<file path="src/design/cpd_pkg.sv">
package cpd_pkg;

  localparam int unsigned POS_W  = 9;
  localparam int unsigned BYTE_W = 8;
  localparam int unsigned SUM_W  = 16;

  // Header bytes that open every frame.
  localparam logic [BYTE_W-1:0] HDR_FIRST  = 8'hEF;
  localparam logic [BYTE_W-1:0] HDR_SECOND = 8'h01;

  // Fixed positions within a frame.
  localparam logic [POS_W-1:0] POS_HDR_FIRST  = 9'd0;
  localparam logic [POS_W-1:0] POS_HDR_SECOND = 9'd1;
  localparam logic [POS_W-1:0] POS_TYPE       = 9'd6;
  localparam logic [POS_W-1:0] POS_LEN_LOW    = 9'd8;
  localparam logic [POS_W-1:0] POS_PAYLOAD    = 9'd9;

  // Shortest legal length: the two checksum bytes alone.
  localparam logic [BYTE_W-1:0] LEN_MIN = 8'd2;

  typedef enum logic [1:0] {
    ST_BUSY  = 2'd0,
    ST_GOOD  = 2'd1,
    ST_ERROR = 2'd2
  } status_t;

  typedef struct packed {
    status_t             status;
    logic [POS_W-1:0]    position;
    logic [BYTE_W-1:0]   value;
  } result_t;

endpackage

</file>
<file path="src/design/cpd_parser.sv">
module cpd_parser
  import cpd_pkg::*;
(
  input  logic              clk,
  input  logic              rst,
  input  logic              advance,
  input  logic [BYTE_W-1:0] rx_byte,
  output result_t           result
);

  logic [POS_W-1:0]  position_count, position_count_next;
  logic [BYTE_W-1:0] length_low, length_low_next;
  logic [SUM_W-1:0]  running_sum, running_sum_next;
  logic [BYTE_W-1:0] checksum_high, checksum_high_next;

  logic [SUM_W-1:0]  sum_add;
  logic [POS_W:0]    pos_ext;
  logic [POS_W:0]    len_ext;
  status_t           status;

  assign sum_add = running_sum + {{(SUM_W-BYTE_W){1'b0}}, rx_byte};
  assign pos_ext = {1'b0, position_count};
  assign len_ext = {{(POS_W+1-BYTE_W){1'b0}}, length_low};

  always_comb begin
    status              = ST_BUSY;
    position_count_next = position_count;
    length_low_next     = length_low;
    running_sum_next    = running_sum;
    checksum_high_next  = checksum_high;
    priority if (position_count == POS_HDR_FIRST) begin
      running_sum_next = '0;
      if (rx_byte == HDR_FIRST) begin
        position_count_next = POS_HDR_SECOND;
      end else begin
        status = ST_ERROR;
      end
    end else if (position_count == POS_HDR_SECOND) begin
      if (rx_byte == HDR_SECOND) begin
        position_count_next = position_count + 9'd1;
      end else begin
        status              = ST_ERROR;
        position_count_next = POS_HDR_FIRST;
        running_sum_next    = '0;
      end
    end else if (position_count < POS_TYPE) begin
      position_count_next = position_count + 9'd1;
    end else if (position_count < POS_LEN_LOW) begin
      running_sum_next    = sum_add;
      position_count_next = position_count + 9'd1;
    end else if (position_count == POS_LEN_LOW) begin
      length_low_next = rx_byte;
      if (rx_byte < LEN_MIN) begin
        status              = ST_ERROR;
        position_count_next = POS_HDR_FIRST;
        running_sum_next    = '0;
      end else begin
        running_sum_next    = sum_add;
        position_count_next = POS_PAYLOAD;
      end
    end else if (pos_ext <= len_ext + 10'd6) begin
      running_sum_next    = sum_add;
      position_count_next = position_count + 9'd1;
    end else if (pos_ext == len_ext + 10'd7) begin
      checksum_high_next  = rx_byte;
      position_count_next = position_count + 9'd1;
    end else begin
      status              = ({checksum_high, rx_byte} == running_sum) ? ST_GOOD : ST_ERROR;
      position_count_next = POS_HDR_FIRST;
      running_sum_next    = '0;
    end
  end

  always_ff @(posedge clk) begin
    if (rst) begin
      position_count <= '0;
      length_low     <= '0;
      running_sum    <= '0;
      checksum_high  <= '0;
    end else if (advance) begin
      position_count <= position_count_next;
      length_low     <= length_low_next;
      running_sum    <= running_sum_next;
      checksum_high  <= checksum_high_next;
    end
  end

  assign result.status   = status;
  assign result.position = position_count;
  assign result.value    = rx_byte;

endmodule

</file>
<file path="src/design/cpd_out_stage.sv">
module cpd_out_stage
  import cpd_pkg::*;
(
  input  logic    clk,
  input  logic    rst,
  input  logic    load,
  input  result_t result_in,
  input  logic    out_stall,
  output logic    out_valid,
  output logic    room,
  output result_t result_out
);

  logic valid;

  // The register can take a new result when empty or when its item leaves now.
  assign room      = !valid || !out_stall;
  assign out_valid = valid;

  always_ff @(posedge clk) begin
    if (rst) begin
      valid <= 1'b0;
    end else if (room) begin
      valid <= load;
    end
  end

  always_ff @(posedge clk) begin
    if (room && load) begin
      result_out <= result_in;
    end
  end

endmodule

</file>
<file path="src/design/checksummed_packet_deframer.sv">
// Channel  | Handshake            | Payload
// ---------+----------------------+-------------------------------------------
// input    | in_valid / in_stall  | rx_byte
// output   | out_valid / out_stall| frame_status, byte_position, byte_value
//
// An item is accepted into the input register, and its result is loaded into the
// result register whenever that register has room, and leaves from there;
// with no stalls one item is accepted in every cycle.
// Reset (rst, synchronous) empties both registers and returns the parser to
// the first header byte with a cleared sum. A stall on the output holds the
// result register, and the input register fills behind it before in_stall rises.
module checksummed_packet_deframer
  import cpd_pkg::*;
(
  input  logic              clk,
  input  logic              rst,
  input  logic              in_valid,
  output logic              in_stall,
  input  logic [BYTE_W-1:0] rx_byte,
  output logic              out_valid,
  input  logic              out_stall,
  output logic [1:0]        frame_status,
  output logic [POS_W-1:0]  byte_position,
  output logic [BYTE_W-1:0] byte_value
);

  // Input register: holds one received byte until the parser can take it.
  logic              in_held;
  logic [BYTE_W-1:0] in_byte;

  logic    room;
  logic    advance;
  result_t parsed;
  result_t shown;

  // The held byte moves on whenever the result register has room for it.
  assign advance  = in_held && room;
  // The input register accepts when empty or when its item moves on now.
  assign in_stall = in_held && !room;

  always_ff @(posedge clk) begin
    if (rst) begin
      in_held <= 1'b0;
    end else if (!in_stall) begin
      in_held <= in_valid;
    end
  end

  always_ff @(posedge clk) begin
    if (in_valid && !in_stall) begin
      in_byte <= rx_byte;
    end
  end

  // Frame tracking and checksum: state advances once per item passed on.
  cpd_parser u_parser (
    .clk     (clk),
    .rst     (rst),
    .advance (advance),
    .rx_byte (in_byte),
    .result  (parsed)
  );

  // Result register, decoupling the parser from a stalled receiver.
  cpd_out_stage u_out (
    .clk        (clk),
    .rst        (rst),
    .load       (in_held),
    .result_in  (parsed),
    .out_stall  (out_stall),
    .out_valid  (out_valid),
    .room       (room),
    .result_out (shown)
  );

  assign frame_status  = shown.status;
  assign byte_position = shown.position;
  assign byte_value    = shown.value;

endmodule
</file>
<file path="config.mk">
export PLATFORM = sky130hd
export DESIGN_NAME = checksummed_packet_deframer
export DESIGN_NICKNAME = d
export VERILOG_FILES = /design/src/design/cpd_pkg.sv /design/src/design/cpd_parser.sv /design/src/design/cpd_out_stage.sv /design/src/design/checksummed_packet_deframer.sv
export SDC_FILE = /design/constraint.sdc
export NUM_CORES = 1
export LEC_CHECK = 0
export ABC_CLOCK_PERIOD_IN_PS = 3200
export BUFFER_PORTS_ARGS = -buffer_cell sky130_fd_sc_hd__buf_2
export CAP_MARGIN = 5
export CORE_UTILIZATION = 54
export CTS_BUF_LIST = sky130_fd_sc_hd__clkbuf_8 sky130_fd_sc_hd__clkbuf_16
export CTS_CLUSTER_SIZE = 16
export DETAILED_ROUTE_END_ITERATION = 6
export PLACE_DENSITY = 0.76
export SKIP_LAST_GASP = 1
export SLEW_MARGIN = 15
export SYNTH_ARGS = -nofsm -noshare
export SYNTH_HDL_FRONTEND = slang
export SYNTH_SLANG_ARGS = --single-unit
</file>
<file path="constraint.sdc">
create_clock -name clk -period 3.2 [get_ports clk]
set_input_delay 0.8 -clock clk [delete_from_list [all_inputs] [get_ports clk]]
set_output_delay 0.8 -clock clk [all_outputs]
set_load 0.02 [all_outputs]
</file>
==> Word-level counts from Yosys, hierarchy flattened <==
Index checks and enable logic that the tools add are counted.
{ "totals": {"in_bits": 12, "output_inout_bits": 21, "register_bits": 70} }
{ "op_classes": {"bitwise": 6, "n_lt_le_gt_ge": 4, "n_reduce_logical": 13, "n_eq_ne": 10, "mux": 30, "addsub": 4} }
{ "ops": {"columns": ["op", "n"], "rows": [
  ["16-bit two-way mux", 9],
  ["9-bit two-way mux", 9],
  ["2-bit two-way mux", 11],
  ["8-bit by 3-bit adder with 9-bit output, second input constant", 2],
  ["16-bit by 8-bit adder with 16-bit output", 1],
  ["16-bit equality test", 1],
  ["9-bit by 10-bit equality test with 1-bit output", 1],
  ["9-bit by 10-bit <= comparator with 1-bit output", 1],
  ["9-bit by 1-bit adder with 9-bit output, second input constant", 1],
  ["9-bit by 1-bit equality test with 1-bit output, second input constant", 1],
  ["9-bit by 4-bit equality test with 1-bit output, second input constant", 1],
  ["9-bit zero test", 1],
  ["9-bit by 3-bit < comparator with 1-bit output, second input constant", 1],
  ["9-bit by 4-bit < comparator with 1-bit output, second input constant", 1],
  ["8-bit by 1-bit equality test with 1-bit output, second input constant", 1],
  ["8-bit equality test, second input constant", 1],
  ["8-bit by 2-bit < comparator with 1-bit output, second input constant", 1],
  ["8-bit AND reduction", 1],
  ["6-bit by 1-bit inequality test with 1-bit output, second input constant", 1],
  ["1-bit NOT", 6],
  ["6-bit AND reduction", 1],
  ["1-bit zero test", 4],
  ["4-bit two-way mux", 1],
  ["4-bit AND reduction", 1],
  ["6 further kinds", 8]
]} }

==> Depth between registers and ports, before layout <==
{ "depth": {"depth_word": 9, "mapped_depth": 15} }

==> Hierarchy <==
Synthesis repeated with hierarchy kept, for this count alone.
{ "unflattened": {"hier_cells": 428, "area_unflattened_um2": 3978.8} }
{ "modules_own_cells": {"columns": ["mod", "area_per_inst_um2", "cells_each", "n_inst"], "rows": [
  ["cpd_parser", 3072.9, 391, 1],
  ["cpd_out_stage", 609.3, 24, 1],
  ["checksummed_packet_deframer", 296.5, 13, 1]
]} }

==> Worst setup path before layout <==
Ideal clock, no wire load.
{ "synth_timing": {"path_type": "reg-to-reg", "from": "reg u_parser.length_low[2]", "to": "reg u_parser.running_sum[11]", "path_slack_ps": -40, "period_less_slack_ps": 3240, "stages_incl_launch_ff": 15, "required_ps": 3130, "arrival_time_ps": 3170, "cell_sequence": "dfxtp_1 -> clkbuf_1 -> inv_1 -> ha_1 -> nor2_1 -> xnor2_1 -> ha_1 -> a21o_1 -> a21oi_1 -> o21ai_0 -> o31ai_1 -> nand4bb_1 -> nand4_4 -> or4b_1 -> a21oi_1"} }
{ "synth_via": {"elab_chain_cells": 8, "word_cells_on_any_way": 12, "cone_classes": "add/sub: 2; order compare: 1; eq/ne: 2; mux: 6; reduce/logical: 1"} }
{ "synth_rtl": {"columns": ["item", "line", "text"], "rows": [
  ["from (decl)", "cpd_parser.sv:12", "logic [BYTE_W-1:0] length_low, length_low_next;"],
  ["from (signal assigned)", "cpd_parser.sv:82", "length_low <= length_low_next;"],
  ["8-bit by 3-bit adder with 9-bit output", "cpd_parser.sv:61", "end else if (pos_ext <= len_ext + 10'd6) begin"],
  ["9-bit by 10-bit <= comparator with 1-bit output", "cpd_parser.sv:61", null],
  ["16-bit two-way mux", "cpd_parser.sv:61", null],
  ["16-bit two-way mux", "cpd_parser.sv:51", "end else if (position_count == POS_LEN_LOW) begin"],
  ["16-bit two-way mux", "cpd_parser.sv:48", "end else if (position_count < POS_LEN_LOW) begin"],
  ["16-bit two-way mux", "cpd_parser.sv:46", "end else if (position_count < POS_TYPE) begin"],
  ["16-bit two-way mux", "cpd_parser.sv:38", "end else if (position_count == POS_HDR_SECOND) begin"],
  ["16-bit two-way mux", "cpd_parser.sv:31", "priority if (position_count == POS_HDR_FIRST) begin"],
  ["to (signal assigned)", "cpd_parser.sv:83", "running_sum <= running_sum_next;"],
  ["to (decl)", "cpd_parser.sv:13", "logic [SUM_W-1:0] running_sum, running_sum_next;"]
]} }
Several ways; a longest one is shown, not always the timed one. The select of a mux whose other input is x is not followed.
A chain may end at the register's enable or synchronous reset.

==> Worst setup path in the final report <==
{ "layout_timing": {"from": "reg u_parser.length_low[6]", "to": "reg u_parser.running_sum[11]"} }
Same word-level chain as after synthesis.

==> results.txt <==
* Mean number of vias per cell: about 5.8
* Num rows: 30
* GP Congestion: 0.882
- Count of nets after finishing: 500
* Transition time at the pin with the least slew margin: around 680 ps
- Count of pins over their slew limit: 0
- Synthesized area divided by synthesized cell count: around 10 sq um
* Achievable Freq: between 300 and 400 MHz
- The via count of the first global-routing pass is 3,061.
- For the worst setup path, the data arrival time is around 3400 ps.
- Maximum Capacitance Violations: 0
* Number of vias in the routed layout: 3,270
* Top FF cell, synth: sky130_fd_sc_hd__dfxtp_1
- Pre-antenna DRT Iters: 4
- Most numerous cell in the Yosys netlist: sky130_fd_sc_hd__dfxtp_1
- For this configuration, the core starts out at a cell density of a little under three fifths.
- The placed instances occupy a cell area of roughly 0.0043 sq mm.
- 0 antenna diodes ended up in the layout.
- Library cell occupying the most area in the post-synthesis netlist: sky130_fd_sc_hd__dfxtp_1
- The synthesized netlist contains between 50 and 60 unique library cells.
- Max transition margin: between 50% and 60%
* Source-to-sink clock delay at the later pin of the worst-skew pair: 360 ps
- The floorplan step defined a die boundary enclosing between 0.007 and 0.008 sq mm.
- TritonCTS built the clock tree.
- Leak: approximately 0.0018 uW
- Number of port buffers: 32
- Average wire length per cell after detail routing: between 15 and 20 um
- Of the total power, the share spent switching nets is about a quarter.
- Share of synthesized registers carrying an async set or reset: 0%
* Fraction of final layout cells sized beyond drive strength 1: 22.4%
* # H-tree levels: 3
- The synthesized netlist occupies a cell area of roughly 0.0039 sq mm.
- Biggest cell delay along the critical path: ~490 ps
- After routing the design area is around 0.0046 sq mm.
* Overall routed net length: roughly 9100 um
* Maximum count of clock buffers along a single path: 2
- Walking the worst path, the cells encountered are nand4_1, nor2_2, xnor2_1, ha_1, a21o_1, a21oi_2, o21ai_1, o31ai_2, buf_4, nand4bb_4, nand4_4, or4b_1, a21oi_1.
- At the worst endpoint, the required time is between 3000 and 4000 ps.
- Leading post-synthesis cells by cell area: sky130_fd_sc_hd__dfxtp_1 (22%), sky130_fd_sc_hd__edfxtp_1 (21%), sky130_fd_sc_hd__ha_1 (7.4%)
* Clock network fraction of design power: 39.9%
* Sinks on the clock net: 70
- DP Wirelength: 6570 um
* Part of the power in registers: a little over half
* Period Utilization, post-route: a little under 100%
- Comb pwr share: roughly 7.4%
* Internal portion of total power: approximately 1400 uW
* Overflow after GRT: 0
- Number of filler instances in the final layout: between 500 and 600
- In the final layout, the multi-input gates occupy around 0.0022 sq mm.
- Setup TNS: 0 ps
- Core ar.: between 0.006 and 0.007 sq mm
* Sw power: 434 uW
- Critical path class: reg2reg
* Global routing usage summed across all routing layers: 25.7%
- Registers take around 0.0017 sq mm.
- The min-delay analysis places its worst path in the category reg2reg.
- Cell with the largest stage delay on the worst path: sky130_fd_sc_hd__or4b_1
- The tree is rooted in a sky130_fd_sc_hd__clkbuf_8.
- Largest clock skew in the final design: 11.0 ps
- Chip height: roughly 87 um
* Power density of the placed cells: roughly 390 mW/mm^2
* Worst setup EP type: flop
- Clock buffers created by TritonCTS: 9
- Endpoints failing setup: 0
- Clock-pin slew was measured on the worst setup and hold paths at about 80 ps.
- The synthesized design devotes to its leading area cell type 22.2% of total area.
- The hold violation count in the final report was 0.
- Utilization after layout: approximately 68%
- For this run, the number of Yosys warnings is 0.
* Synthesized flop and latch total: 70
* Number of DRC markers in iteration 0: between 200 and 250
- Pin count of the biggest net entering global routing: 33
- The worst setup path is launched from a flop.
- The area growth from synthesis to layout is 19.6%.
- The detail route stage leaves a number of antenna-violating nets equal to 0.
- Summing the sequential cell areas from Yosys gives a little over two fifths of the chip area.
- The worst path in the final design needs a cycle of about 3100 ps, including I/O delays and setup.
- The worst-case IR drop observed on VDD is approximately 0.27 mV.
- Global-route wire length before repair: around 15,000 um
- Synth top cells by count: sky130_fd_sc_hd__dfxtp_1 (43), sky130_fd_sc_hd__nor2_1 (41), sky130_fd_sc_hd__a21oi_1 (32)
- Of all nets on the critical path, the largest fanout is 7.
- Post-synthesis cell count: 400
* Count of unresolved DRC violations after routing: 0
- Ports: 33
* Number of nets produced by synthesis: between 400 and 500
- Counting flops with a built-in enable in the synthesized netlist gives 27.
- After layout, the design draws a total of between 1500 and 2000 uW.
- Outcome: complete, no violations
* Initial antenna violation count: 0
* Die extent in x: between 80 and 90 um
[placed cells by master, fill, tap and decap left out, types with 4 or more instances in the layout]
cell type / n
sky130_fd_sc_hd__a21o_1: 4
sky130_fd_sc_hd__and3_1: 7
sky130_fd_sc_hd__edfxtp_1: 27
sky130_fd_sc_hd__inv_1: 11
sky130_fd_sc_hd__nor3_1: 6
sky130_fd_sc_hd__a21oi_1: 31
sky130_fd_sc_hd__nand2_1: 26
sky130_fd_sc_hd__nand2b_1: 6
sky130_fd_sc_hd__ha_1: 22
sky130_fd_sc_hd__xor2_1: 8
sky130_fd_sc_hd__nand4_1: 7
sky130_fd_sc_hd__buf_4: 33
sky130_fd_sc_hd__o21ai_0: 24
sky130_fd_sc_hd__buf_2: 32
sky130_fd_sc_hd__xnor2_1: 20
sky130_fd_sc_hd__dfxtp_1: 41
sky130_fd_sc_hd__nand3_1: 7
sky130_fd_sc_hd__nor2b_1: 7
sky130_fd_sc_hd__a211oi_1: 7
sky130_fd_sc_hd__mux2i_1: 17
sky130_fd_sc_hd__nor2_1: 40
sky130_fd_sc_hd__clkbuf_8: 10
sky130_fd_sc_hd__a31oi_1: 4
sky130_fd_sc_hd__or3_1: 4
sky130_fd_sc_hd__nor4_1: 8
[worst paths after layout]
| path | from | to | slack, ps | depth (start not counted) |
|---|---|---|---|---|
| hold reg to reg | u_parser.running_sum[7] | u_parser.running_sum[7] | 480 | 2 |
| setup reg to reg | u_parser.length_low[6] | u_parser.running_sum[11] | 120 | 13 |
| setup / recovery | u_parser.length_low[6] | u_parser.running_sum[11] | 120 | 13 |
| hold / removal | u_parser.running_sum[7] | u_parser.running_sum[7] | 480 | 2 |
[power by group through the flow]
stage,logic (uW),registers [uW],clock network [uW]
detailed placement,134,983,0
global placement,132,983,0
finish,136,963,731
floorplan,74.6,996,0
global route,149,966,776
CTS,135,963,735
[registers in the layout, summed over array words and instances, names as in the netlist]
register,count
u_parser.length_low,8
in_byte,8
u_out.out_valid,1
u_parser.checksum_high,8
u_parser.position_count,9
u_out.result_out,19
u_parser.running_sum,16
in_held,1
[layout make-up]
cell class / instances / area share (%)
clock inverters: 4 / 0.539
inverters: 12 / 0.970
well taps: 96 / 2.59
clock buffers: 12 / 4.04
repair buffers: 68 / 9.51
flip-flops and latches: 70 / 36.0
multi-input cells: 303 / 46.3
[stage by stage]
stage | std cells | worst slack, ps | hold slack [ps]
2_1_floorplan | 400 | 42.4 | 435
3_3_place_gp | 543 | 86.5 | 450
3_5_place_dp | 543 | -32.1 | 471
4_1_cts | 559 | -22.6 | 483
5_1_grt | 565 | -93.4 | 497
6_report | 565 | 117 | 481
[worst max-delay path, delay by kind of cell (launching register included)]
kind	cells	cell delay [ps]
adder cells (fa/ha/maj)	1	260
AO/OA/AOI/OAI	5	940
flip-flops	1	360
buffers and inverters	1	180
AND/OR/NAND/NOR	5	1150
XOR/XNOR	1	130
[repair_timing]
action                                 in CTS  in global routing
resized for setup                           1                 19
pin swaps                                   0                  6
buffers inserted                            0                  6
hold buffers                                0                  0
setup endpoints to repair                   2                 31
endpoints found under the hold margin       0                  0
[metal layers]
metal	track usage (%)	wire length, um	up-vias
met2	41.7	4360	98
met4	12.4	163	0
met5	0	0	-
met3	5.52	525	19
met1	32.5	4010	1555
li1	-	-	1598
[cell families (layout without fill, tap and decap cells)]
logic type	after synthesis	after routing	share of synthesized area, %
adder cells (fa/ha/maj)	24	24	7.93
flip-flops	70	70	43.0
XOR/XNOR	28	28	6.31
AND/OR/NAND/NOR	140	140	19.4
AO/OA/AOI/OAI	94	94	15.9
multiplexers	17	17	4.38
buffers and inverters	27	96	3.13
No activity file was read; power rests on OpenSTA's default activity.
